`config.mk`:
```
export PLATFORM = sky130hd
export DESIGN_NAME = surplus_histogram_refine_decider
export DESIGN_NICKNAME = d
export VERILOG_FILES = /design/src/rtl/shrd_pkg.sv /design/src/rtl/surplus_histogram_refine_decider.sv
export SDC_FILE = /design/constraint.sdc
export NUM_CORES = 2
export LEC_CHECK = 0
export BUFFER_PORTS_ARGS = -buffer_cell sky130_fd_sc_hd__clkbuf_2
export CAP_MARGIN = 0
export CORE_MARGIN = 4
export CORE_UTILIZATION = 40
export CTS_CLUSTER_SIZE = 16
export DETAILED_ROUTE_END_ITERATION = 7
export SYNTH_ARGS = -nofsm -noshare
export SYNTH_HDL_FRONTEND = slang
export SYNTH_SLANG_ARGS = --single-unit
```
`constraint.sdc`:
```
create_clock -name clock -period 25.4 [get_ports clock]
set_input_delay 2.54 -clock clock [delete_from_list [all_inputs] [get_ports clock]]
set_output_delay 2.54 -clock clock [all_outputs]
set_load 0.005 [all_outputs]
```
`src/rtl/shrd_pkg.sv`:
```
`timescale 1ns / 1ps
// ---------------------------------------------------------------------------
// shrd_pkg: shared definitions for the surplus histogram refine decider
// Widths, register indexes, action codes, state encoding and helpers.
// ---------------------------------------------------------------------------
package shrd_pkg;

   localparam int MAX_BINS_DEF   = 16;
   localparam int VALUE_BITS_DEF = 32;

   localparam int FIELD_BITS     = 32;  // width of the value ports
   localparam int COUNT_BITS     = 32;  // saturating counters
   localparam int BIN_COUNT_BITS = 5;
   localparam int BIN_INDEX_BITS = 4;
   localparam int CSR_INDEX_BITS = 3;
   localparam int ACTION_BITS    = 2;
   localparam int BIN_COUNT_MIN  = 3;

   // quotient is below bin_count (< 32), so five restoring steps suffice
   localparam int QUO_STEPS  = 5;
   localparam int STEP_BITS  = 3;

   localparam logic [COUNT_BITS-1:0] COUNT_MAX = '1;

   localparam logic [BIN_COUNT_BITS-1:0] BIN_COUNT_RESET = 5'd16;
   localparam logic [COUNT_BITS-1:0]     BUDGET_RESET    = 32'd1;

   typedef enum logic [CSR_INDEX_BITS-1:0] {
      CSR_ENABLE           = 3'd0,
      CSR_SMOOTH_COARSE    = 3'd1,
      CSR_REFERENCE_MAX    = 3'd2,
      CSR_ACTION_BUDGET    = 3'd3,
      CSR_BIN_COUNT        = 3'd4,
      CSR_BIN_ACTION_TABLE = 3'd5
   } csr_index_type;

   typedef enum logic [ACTION_BITS-1:0] {
      ACT_NONE   = 2'd0,
      ACT_REFINE = 2'd1,
      ACT_DELETE = 2'd2
   } action_type;

   typedef enum logic [2:0] {
      ST_IDLE,
      ST_DECIDE,
      ST_DIVIDE,
      ST_READ,
      ST_UPDATE,
      ST_FINISH
   } state_type;

   function automatic logic [COUNT_BITS-1:0] sat_inc(input logic [COUNT_BITS-1:0] v);
      return (v == COUNT_MAX) ? v : v + 1'b1;
   endfunction

endpackage

```
`src/rtl/surplus_histogram_refine_decider.sv`:
```
`timescale 1ns / 1ps
// ---------------------------------------------------------------------------
// surplus_histogram_refine_decider
// Bins a cell's surplus against the reference maximum, updates per-bin
// statistics held in memory and issues the bin's refine/delete action.
// ---------------------------------------------------------------------------
// One request is worked at a time. A request whose surplus falls strictly
// between zero and reference_max passes through acceptance, one decide
// state, five restoring quotient steps for floor(surplus*bins/max), one
// statistics memory read and one write-back before the next acceptance.
// Surplus at zero or at/above the maximum skips the quotient steps;
// blocked, infinite or zero-maximum requests go from decide to finish.
// The result sits in an output register, so the next request is taken
// while it waits; the write-back or finish cycle stalls only when that
// register is still full.
// Statistics reset through per-bin valid bits, no clearing pass.
// Configuration writes are always ready.
// ---------------------------------------------------------------------------
module surplus_histogram_refine_decider #(
   parameter int MAX_BINS   = shrd_pkg::MAX_BINS_DEF,
   parameter int VALUE_BITS = shrd_pkg::VALUE_BITS_DEF
) (
   input  logic                                  clock,
   input  logic                                  reset,
   // configuration
   input  logic                                  csr_valid,
   output logic                                  csr_ready,
   input  logic [shrd_pkg::CSR_INDEX_BITS-1:0]   csr_index,
   input  logic [shrd_pkg::FIELD_BITS-1:0]       csr_data,
   // request
   input  logic                                  req_valid,
   output logic                                  req_ready,
   input  logic [shrd_pkg::FIELD_BITS-1:0]       req_surplus,
   input  logic                                  req_surplus_infinite,
   input  logic [shrd_pkg::FIELD_BITS-1:0]       req_mesh_width,
   input  logic                                  req_cell_refined,
   input  logic                                  req_cell_unrefined,
   // response
   output logic                                  rsp_valid,
   input  logic                                  rsp_ready,
   output logic [shrd_pkg::ACTION_BITS-1:0]      rsp_action,
   output logic                                  rsp_bin_hit,
   output logic [shrd_pkg::BIN_INDEX_BITS-1:0]   rsp_bin_index,
   output logic [shrd_pkg::COUNT_BITS-1:0]       rsp_bin_entry_count,
   output logic [shrd_pkg::COUNT_BITS-1:0]       rsp_bin_cancel_count,
   output logic [shrd_pkg::FIELD_BITS-1:0]       rsp_bin_min_width,
   output logic [shrd_pkg::FIELD_BITS-1:0]       rsp_bin_max_width,
   output logic [shrd_pkg::COUNT_BITS-1:0]       rsp_actions_taken,
   output logic [shrd_pkg::COUNT_BITS-1:0]       rsp_evaluations,
   output logic [shrd_pkg::FIELD_BITS-1:0]       rsp_next_reference_max
);

   localparam int VB  = (VALUE_BITS < shrd_pkg::FIELD_BITS) ? VALUE_BITS
                                                            : shrd_pkg::FIELD_BITS;
   localparam int AW  = (MAX_BINS > 1) ? $clog2(MAX_BINS) : 1;
   localparam int PB  = VB + shrd_pkg::BIN_COUNT_BITS;
   localparam int CB  = shrd_pkg::COUNT_BITS;
   localparam int NB  = shrd_pkg::BIN_COUNT_BITS;
   localparam int SB  = shrd_pkg::STEP_BITS;
   localparam int FB  = shrd_pkg::FIELD_BITS;

   // ---------------- configuration registers ----------------
   logic          enable_ff,   enable_in;
   logic          smooth_ff,   smooth_in;
   logic [VB-1:0] ref_max_ff,  ref_max_in;
   logic [CB-1:0] budget_ff,   budget_in;
   logic [NB-1:0] bin_cnt_ff,  bin_cnt_in;
   logic [31:0]   table_ff,    table_in;

   // ---------------- request registers ----------------
   logic [VB-1:0] s_ff,         s_in;
   logic          inf_ff,       inf_in;
   logic [VB-1:0] h_ff,         h_in;
   logic          refined_ff,   refined_in;
   logic          unrefined_ff, unrefined_in;

   // ---------------- binning ----------------
   logic [NB-1:0] bin_ff,  bin_in;
   logic [PB-1:0] rem_ff,  rem_in;
   logic [SB-1:0] step_ff, step_in;

   // ---------------- global state ----------------
   logic [CB-1:0] act_cnt_ff,  act_cnt_in;
   logic [CB-1:0] eval_cnt_ff, eval_cnt_in;
   logic [VB-1:0] run_max_ff,  run_max_in;

   // ---------------- statistics memories ----------------
   logic [2*CB-1:0]     count_mem [MAX_BINS];   // {entry, cancel}
   logic [2*VB-1:0]     width_mem [MAX_BINS];   // {min, max}
   logic [2*CB-1:0]     count_rd_ff;
   logic [2*VB-1:0]     width_rd_ff;
   logic                rd_valid_ff;
   logic [MAX_BINS-1:0] valid_ff, valid_in;

   // ---------------- response registers ----------------
   logic                rsp_valid_ff, rsp_valid_in;
   logic [1:0]          rsp_action_ff;
   logic                rsp_hit_ff;
   logic [3:0]          rsp_index_ff;
   logic [CB-1:0]       rsp_entry_ff, rsp_cancel_ff;
   logic [FB-1:0]       rsp_min_ff, rsp_max_ff;
   logic [CB-1:0]       rsp_act_ff, rsp_eval_ff;
   logic [FB-1:0]       rsp_refmax_ff;

   shrd_pkg::state_type state_ff, state_in;

   // ---------------- combinational helpers ----------------
   logic          out_free;
   logic          accept;
   logic          rd_en;
   logic          upd_en;
   logic          fin_en;
   logic [NB-1:0] n_use;
   logic [AW-1:0] addr;
   logic [PB-1:0] m_sh;
   logic          rem_ge;
   logic          s_zero, s_top, ref_zero, unbinned;

   logic [CB-1:0] entry_old, cancel_old, entry_new, cancel_new, eval_new;
   logic [VB-1:0] min_old, max_old, min_new, max_new;
   logic [1:0]    tbl_code;
   logic          over_budget, cancel, issue, smooth_refine;
   logic [1:0]    upd_action;

   assign out_free  = !rsp_valid_ff || rsp_ready;
   assign accept    = req_valid && req_ready;
   assign csr_ready = 1'b1;

   // bins in use, clamped to [3, MAX_BINS]
   always_comb begin
      if (bin_cnt_ff < NB'(shrd_pkg::BIN_COUNT_MIN)) begin
         n_use = NB'(shrd_pkg::BIN_COUNT_MIN);
      end else if (32'(bin_cnt_ff) > MAX_BINS) begin
         n_use = NB'(MAX_BINS);
      end else begin
         n_use = bin_cnt_ff;
      end
   end

   assign addr     = AW'(bin_ff);
   assign m_sh     = PB'(ref_max_ff) << step_ff;
   assign rem_ge   = rem_ff >= m_sh;
   assign s_zero   = (s_ff == '0);
   assign s_top    = (s_ff >= ref_max_ff);
   assign ref_zero = (ref_max_ff == '0);
   assign unbinned = !enable_ff || inf_ff || ref_zero;
   assign smooth_refine = enable_ff && inf_ff && smooth_ff && unrefined_ff;

   // ---------------- next state ----------------
   always_comb begin
      state_in = state_ff;
      case (state_ff)
         shrd_pkg::ST_IDLE: begin
            if (req_valid) state_in = shrd_pkg::ST_DECIDE;
         end
         shrd_pkg::ST_DECIDE: begin
            if (unbinned)             state_in = shrd_pkg::ST_FINISH;
            else if (s_top || s_zero) state_in = shrd_pkg::ST_READ;
            else                      state_in = shrd_pkg::ST_DIVIDE;
         end
         shrd_pkg::ST_DIVIDE: begin
            if (step_ff == '0) state_in = shrd_pkg::ST_READ;
         end
         shrd_pkg::ST_READ: begin
            state_in = shrd_pkg::ST_UPDATE;
         end
         shrd_pkg::ST_UPDATE: begin
            if (out_free) state_in = shrd_pkg::ST_IDLE;
         end
         shrd_pkg::ST_FINISH: begin
            if (out_free) state_in = shrd_pkg::ST_IDLE;
         end
         default: begin
            state_in = shrd_pkg::ST_IDLE;
         end
      endcase
   end

   // ---------------- state outputs ----------------
   always_comb begin
      req_ready = 1'b0;
      rd_en     = 1'b0;
      upd_en    = 1'b0;
      fin_en    = 1'b0;
      case (state_ff)
         shrd_pkg::ST_IDLE:   req_ready = 1'b1;
         shrd_pkg::ST_READ:   rd_en     = 1'b1;
         shrd_pkg::ST_UPDATE: upd_en    = out_free;
         shrd_pkg::ST_FINISH: fin_en    = out_free;
         default: begin
            req_ready = 1'b0;
         end
      endcase
   end

   // ---------------- configuration writes ----------------
   always_comb begin
      enable_in  = enable_ff;
      smooth_in  = smooth_ff;
      ref_max_in = ref_max_ff;
      budget_in  = budget_ff;
      bin_cnt_in = bin_cnt_ff;
      table_in   = table_ff;
      if (csr_valid) begin
         case (shrd_pkg::csr_index_type'(csr_index))
            shrd_pkg::CSR_ENABLE:           enable_in  = csr_data[0];
            shrd_pkg::CSR_SMOOTH_COARSE:    smooth_in  = csr_data[0];
            shrd_pkg::CSR_REFERENCE_MAX:    ref_max_in = csr_data[VB-1:0];
            shrd_pkg::CSR_ACTION_BUDGET:    budget_in  = csr_data;
            shrd_pkg::CSR_BIN_COUNT:        bin_cnt_in = csr_data[NB-1:0];
            shrd_pkg::CSR_BIN_ACTION_TABLE: table_in   = csr_data;
            default: begin
               enable_in = enable_ff;  // unknown index: ignored
            end
         endcase
      end
   end

   // ---------------- statistics update ----------------
   always_comb begin
      entry_old  = rd_valid_ff ? count_rd_ff[2*CB-1:CB] : '0;
      cancel_old = rd_valid_ff ? count_rd_ff[CB-1:0]    : '0;
      min_old    = rd_valid_ff ? width_rd_ff[2*VB-1:VB] : '1;
      max_old    = rd_valid_ff ? width_rd_ff[VB-1:0]    : '0;

      entry_new = shrd_pkg::sat_inc(entry_old);
      min_new   = (h_ff < min_old) ? h_ff : min_old;
      max_new   = (h_ff > max_old) ? h_ff : max_old;
      eval_new  = shrd_pkg::sat_inc(eval_cnt_ff);

      // table covers bins 0..15 only
      tbl_code    = bin_ff[4] ? 2'b00 : table_ff[{bin_ff[3:0], 1'b0} +: 2];
      over_budget = act_cnt_ff > budget_ff;
      cancel      = 1'b0;
      issue       = 1'b0;
      case (tbl_code)
         shrd_pkg::ACT_REFINE: begin
            cancel = over_budget || !unrefined_ff;
            issue  = !cancel;
         end
         shrd_pkg::ACT_DELETE: begin
            cancel = !refined_ff || over_budget;
            issue  = !cancel;
         end
         default: begin
            cancel = 1'b0;  // none, code 3 acts as none
         end
      endcase
      upd_action = issue ? tbl_code : shrd_pkg::ACT_NONE;
      cancel_new = cancel ? shrd_pkg::sat_inc(cancel_old) : cancel_old;
   end

   // ---------------- datapath next values ----------------
   always_comb begin
      s_in         = s_ff;
      inf_in       = inf_ff;
      h_in         = h_ff;
      refined_in   = refined_ff;
      unrefined_in = unrefined_ff;
      bin_in       = bin_ff;
      rem_in       = rem_ff;
      step_in      = step_ff;
      run_max_in   = run_max_ff;
      act_cnt_in   = act_cnt_ff;
      eval_cnt_in  = eval_cnt_ff;
      valid_in     = valid_ff;
      rsp_valid_in = rsp_valid_ff && !rsp_ready;

      if (accept) begin
         s_in         = req_surplus[VB-1:0];
         inf_in       = req_surplus_infinite;
         h_in         = req_mesh_width[VB-1:0];
         refined_in   = req_cell_refined;
         unrefined_in = req_cell_unrefined;
      end

      if (state_ff == shrd_pkg::ST_DECIDE) begin
         if (enable_ff && !inf_ff && unrefined_ff && (s_ff > run_max_ff)) begin
            run_max_in = s_ff;
         end
         bin_in  = s_top ? (n_use - 1'b1) : '0;
         rem_in  = PB'(s_ff) * PB'(n_use);
         step_in = SB'(shrd_pkg::QUO_STEPS - 1);
      end

      // restoring division of surplus*bins by reference_max
      if (state_ff == shrd_pkg::ST_DIVIDE) begin
         if (rem_ge) begin
            rem_in = rem_ff - m_sh;
            bin_in = bin_ff | (NB'(1) << step_ff);
         end
         step_in = step_ff - 1'b1;
      end

      if (upd_en) begin
         eval_cnt_in    = eval_new;
         valid_in[addr] = 1'b1;
         if (issue) act_cnt_in = shrd_pkg::sat_inc(act_cnt_ff);
         rsp_valid_in   = 1'b1;
      end

      if (fin_en) begin
         if (smooth_refine) act_cnt_in = shrd_pkg::sat_inc(act_cnt_ff);
         rsp_valid_in = 1'b1;
      end
   end

   // ---------------- control registers ----------------
   always_ff @(posedge clock) begin
      if (reset) begin
         state_ff     <= shrd_pkg::ST_IDLE;
         enable_ff    <= 1'b1;
         smooth_ff    <= 1'b0;
         ref_max_ff   <= '0;
         budget_ff    <= shrd_pkg::BUDGET_RESET;
         bin_cnt_ff   <= shrd_pkg::BIN_COUNT_RESET;
         table_ff     <= '0;
         act_cnt_ff   <= '0;
         eval_cnt_ff  <= '0;
         run_max_ff   <= '0;
         valid_ff     <= '0;
         rsp_valid_ff <= 1'b0;
      end else begin
         state_ff     <= state_in;
         enable_ff    <= enable_in;
         smooth_ff    <= smooth_in;
         ref_max_ff   <= ref_max_in;
         budget_ff    <= budget_in;
         bin_cnt_ff   <= bin_cnt_in;
         table_ff     <= table_in;
         act_cnt_ff   <= act_cnt_in;
         eval_cnt_ff  <= eval_cnt_in;
         run_max_ff   <= run_max_in;
         valid_ff     <= valid_in;
         rsp_valid_ff <= rsp_valid_in;
      end
   end

   // ---------------- payload registers ----------------
   always_ff @(posedge clock) begin
      s_ff         <= s_in;
      inf_ff       <= inf_in;
      h_ff         <= h_in;
      refined_ff   <= refined_in;
      unrefined_ff <= unrefined_in;
      bin_ff       <= bin_in;
      rem_ff       <= rem_in;
      step_ff      <= step_in;
   end

   // Statistics memories. One request is in flight, so the write-back of a
   // bin always lands before the next read; no forwarding is needed.
   always_ff @(posedge clock) begin
      if (rd_en) begin
         count_rd_ff <= count_mem[addr];
         width_rd_ff <= width_mem[addr];
         rd_valid_ff <= valid_ff[addr];
      end
      if (upd_en) begin
         count_mem[addr] <= {entry_new, cancel_new};
         width_mem[addr] <= {min_new, max_new};
      end
   end

   // ---------------- response register ----------------
   always_ff @(posedge clock) begin
      if (upd_en) begin
         rsp_action_ff <= upd_action;
         rsp_hit_ff    <= 1'b1;
         rsp_index_ff  <= bin_ff[3:0];
         rsp_entry_ff  <= entry_new;
         rsp_cancel_ff <= cancel_new;
         rsp_min_ff    <= FB'(min_new);
         rsp_max_ff    <= FB'(max_new);
         rsp_act_ff    <= act_cnt_in;
         rsp_eval_ff   <= eval_new;
         rsp_refmax_ff <= FB'(run_max_ff);
      end else if (fin_en) begin
         rsp_action_ff <= smooth_refine ? shrd_pkg::ACT_REFINE : shrd_pkg::ACT_NONE;
         rsp_hit_ff    <= 1'b0;
         rsp_index_ff  <= '0;
         rsp_entry_ff  <= '0;
         rsp_cancel_ff <= '0;
         rsp_min_ff    <= '0;
         rsp_max_ff    <= '0;
         rsp_act_ff    <= act_cnt_in;
         rsp_eval_ff   <= eval_cnt_ff;
         rsp_refmax_ff <= FB'(run_max_ff);
      end
   end

   assign rsp_valid              = rsp_valid_ff;
   assign rsp_action             = rsp_action_ff;
   assign rsp_bin_hit            = rsp_hit_ff;
   assign rsp_bin_index          = rsp_index_ff;
   assign rsp_bin_entry_count    = rsp_entry_ff;
   assign rsp_bin_cancel_count   = rsp_cancel_ff;
   assign rsp_bin_min_width      = rsp_min_ff;
   assign rsp_bin_max_width      = rsp_max_ff;
   assign rsp_actions_taken      = rsp_act_ff;
   assign rsp_evaluations        = rsp_eval_ff;
   assign rsp_next_reference_max = rsp_refmax_ff;

endmodule
```
==> run_results.csv <==
group,metric,value,unit
status,outcome,"complete, no violations",
pwr,total_power,0.0118,W
timing,rsz0062_at_grt,"false",
clock_tree,clockBufferDepth,4,
synthesis,synth_edf_count,2477,
clock_tree,ctsHoldBuffers,0,
worst_setup_path,cp-end-kind,"register",
routing,drt_iter0_drc,6295,
timing,hold_viol,0,
final_layout,stdcell_area,133000,um2
synthesis,yosysWarnings,0,
routing,ant_nets,0,
global_routing,gr-total-overflow,0,
pwr,leakagePower,45.0,nW
worst_setup_path,r2r_slack,18.91,ns
global_routing,grt_start_max_net_pins,134,
final_layout,regArea,79600,um2
global_routing,grtUsageTotal,0.194,
timing,fmax,154,MHz
routing,avgRoutedWirePerCell,26.0,um
worst_setup_path,r2r_start,"bin_cnt_ff[4]$_SDFFE_PP1P_",
timing,fin_crit,6.49,ns
synthesis,yosysTopAreaCellShare,0.639,
job,max_cap_violations,0,
clock_tree,htree_num_levels,5,
clock_tree,clock_sinks,2739,
synthesis,syn_area_per_cell,17.1,um2
synthesis,ys_top_cells_by_count,"2477 x edfxtp_1, 680 x mux4_2, 528 x nand2_1",
worst_hold_path,hold_end,"table_ff[5]$_SDFFE_PP0P_",
timing,finalSetupViolations,0,
worst_setup_path,critPathMaxFanout,40,
global_routing,grt_pass1_wl,437000,um
final_layout,final_core_util,0.460,
die,initial_core_util,0.403,
global_routing,grt_pass1_vias,64800,
worst_hold_path,worstHoldStart,"table_ff[5]$_SDFFE_PP0P_",
clock_tree,numCtsBuffers,297,
worst_setup_path,r2r-end,"rem_ff[23]$_DFF_P_",
routing,via_per_inst,5.55,
die,num_io_pins,341,
synthesis,synth_most_common_cell,"edfxtp_1",
die,core,289000,um2
worst_setup_path,path_class,"register to register",
routing,num_vias,63200,
worst_setup_path,critPathLaunchType,"register",
worst_hold_path,hp-class,"register to register",
synthesis,synthArstFlopShare,0,
worst_setup_path,crit_arrival,7.26,ns
final_layout,synthToLayoutAreaGrowth,14.0,%
synthesis,synth_ff_type,"edfxtp_1",
place,io_buffers,339,
place,pre_cts_slack,18.37,ns
final_layout,fill_cells,24700,
final_layout,drive_gt1_frac,0.229,
routing,first_pass_iters,6,
clock_tree,clkTransAtPathRegs,0.06,ns
pwr,power.density,88.8,nW/um2
synthesis,ys_ff_latch,2739,
routing,finalWirelength,296000,um
worst_setup_path,r2r_cells,19,
global_routing,antenna_found_initial,10,
timing,finClkSkew,0.0861,ns
worst_setup_path,crit_required,26.17,ns
timing,drv_slew,0,
die,fp.dieW,547,um
timing,tightest_slew,1.32,ns
synthesis,yosysTopAreaCell,"edfxtp_1",
place,hpwl,173000,um
pwr,ir_drop,0.0732,mV
synthesis,synthCells,6802,
synthesis,synthesis.area,116000,um2
place,place.gp.congestion,0.851,
die,dieArea,300000,um2
place,dpl_cell_area,123000,um2
final_layout,final_nets,7713,
synthesis,synth_cell_types,88,
clock_tree,post_cts_buffers,0,
timing,relSlewSlack,0.0931,
clock_tree,cts-resized-gates,0,
synthesis,synthTopCellsByArea,"edfxtp_1 64%, mux4_2 13%, dfxtp_1 4.5%",
clock_tree,cts_tree,"done",
synthesis,yosysSeqAreaShare,0.684,
clock_tree,clock-root-buffer,"clkbuf_16",
die,die_h,547,um
routing,drcViolationCount,0,
die,rows,197,
timing,setup_slack,18.91,ns
final_layout,multi_input_area,34700,um2
clock_tree,clk_latency,0.91,ns
worst_hold_path,min_path_cells,2,
timing,fin_crit_sh,0.256,
synthesis,syn-num-nets,7253,
timing,finalSetupTns,0,ns
## logic make-up after synthesis
family | Yosys count | synth area share
muxes | 813 | 0.143
and+or+nand+nor | 1506 | 0.0644
adders and majority gates | 344 | 0.0428
DFF | 2739 | 0.684
AOI/OAI and AO/OA | 633 | 0.0332
buffers and inverters | 602 | 0.0198
other | 1 | 0.0000322
xor gates and xnor gates | 164 | 0.0124
## stage by stage
step / cells / hold WS (ns)
after detailed placement: 10800 / 0.444
after global placement: 10800 / 0.438
after global routing: 11400 / 0.469
final: 11400 / 0.454
after floorplan: 6802 / 0.430
after CTS: 11400 / 0.451
## placed cells by master, fill, tap and decap left out, types with 62 or more instances in the layout
master	instances
edfxtp_1	2477
mux4_2	680
nand2_1	527
clkbuf_2	338
clkbuf_16	301
inv_1	295
a21oi_1	288
dfxtp_1	258
ha_1	253
nor2_1	226
and2_1	208
nor2b_1	138
buf_4	119
mux2i_1	103
o21ai_0	103
xnor2_1	99
fa_1	91
nand3_1	87
a21o_1	70
xor2_1	63
nand4_1	62
## layer usage
| layer | up-vias | GRT usage | wire [um] |
|---|---|---|---|
| met1 | 33200 | 0.273 | 127000 |
| met2 | 2217 | 0.317 | 143000 |
| met3 | 454 | 0.0306 | 19100 |
| met5 | - | 0 | 13 |
| met4 | 2 | 0.0505 | 7470 |
| li1 | 27300 | - | - |
## sequential cells by signal, summed over array words and instances, names as in the netlist, 16 cells and up
signal,cells
width_rd_ff,64
ref_max_ff,32
run_max_ff,32
table_ff,32
s_ff,32
rem_ff,37
budget_ff,32
h_ff,32
count_rd_ff,64
rsp_bin_entry_count,32
valid_ff,16
eval_cnt_ff,32
width_mem,1024
count_mem,1024
act_cnt_ff,32
rsp_bin_max_width,32
rsp_evaluations,32
rsp_bin_min_width,32
rsp_actions_taken,32
rsp_next_reference_max,32
rsp_bin_cancel_count,32
## worst max-delay path by stage
stage	startpoint	slack, ns	to
finish	bin_cnt_ff[4]$_SDFFE_PP1P_	18.91	rem_ff[23]$_DFF_P_
global placement	rsp_ready	18.45	width_mem[10][45]$_DFFE_PP_
CTS	bin_cnt_ff[4]$_SDFFE_PP1P_	18.96	rem_ff[36]$_DFF_P_
global route	bin_cnt_ff[4]$_SDFFE_PP1P_	18.49	rem_ff[36]$_DFF_P_
floorplan	rsp_ready	5.81	count_mem[0][0]$_DFFE_PP_
detailed placement	rsp_ready	18.37	width_mem[10][45]$_DFFE_PP_
## area by class of cell
class,instances,area share
multi-input combinational,3461,0.261
antenna,4,0.0000754
clock buffer,367,0.0592
tap,3880,0.0366
inverter,296,0.00837
timing repair buffer,467,0.0209
clock inverter,165,0.0134
sequential,2739,0.600
## where the power goes
part           switching (W)  internal [W]
clock                0.00181       0.00247
combinational        0.00118       0.00109
sequential          0.000114       0.00513
## worst max-delay path, cell delays in order, from the launching register on
cell and delay [ns]:
dfxtp_1 0.30, buf_4 0.24, nor2b_2 1.06, and2_1 0.28, fa_1 0.42, fa_1 0.49
inv_1 0.05, fa_1 0.48, inv_1 0.04, ha_1 0.38, nand4_1 0.21, nor4_1 0.34
nor2_1 0.12, a21oi_1 0.34, a2bb2oi_1 0.57, a21oi_1 0.25, nor3b_1 0.29, a31oi_1 0.06
a21oi_1 0.28, a2bb2oi_1 0.19
(Power assumes the default switching activity.)
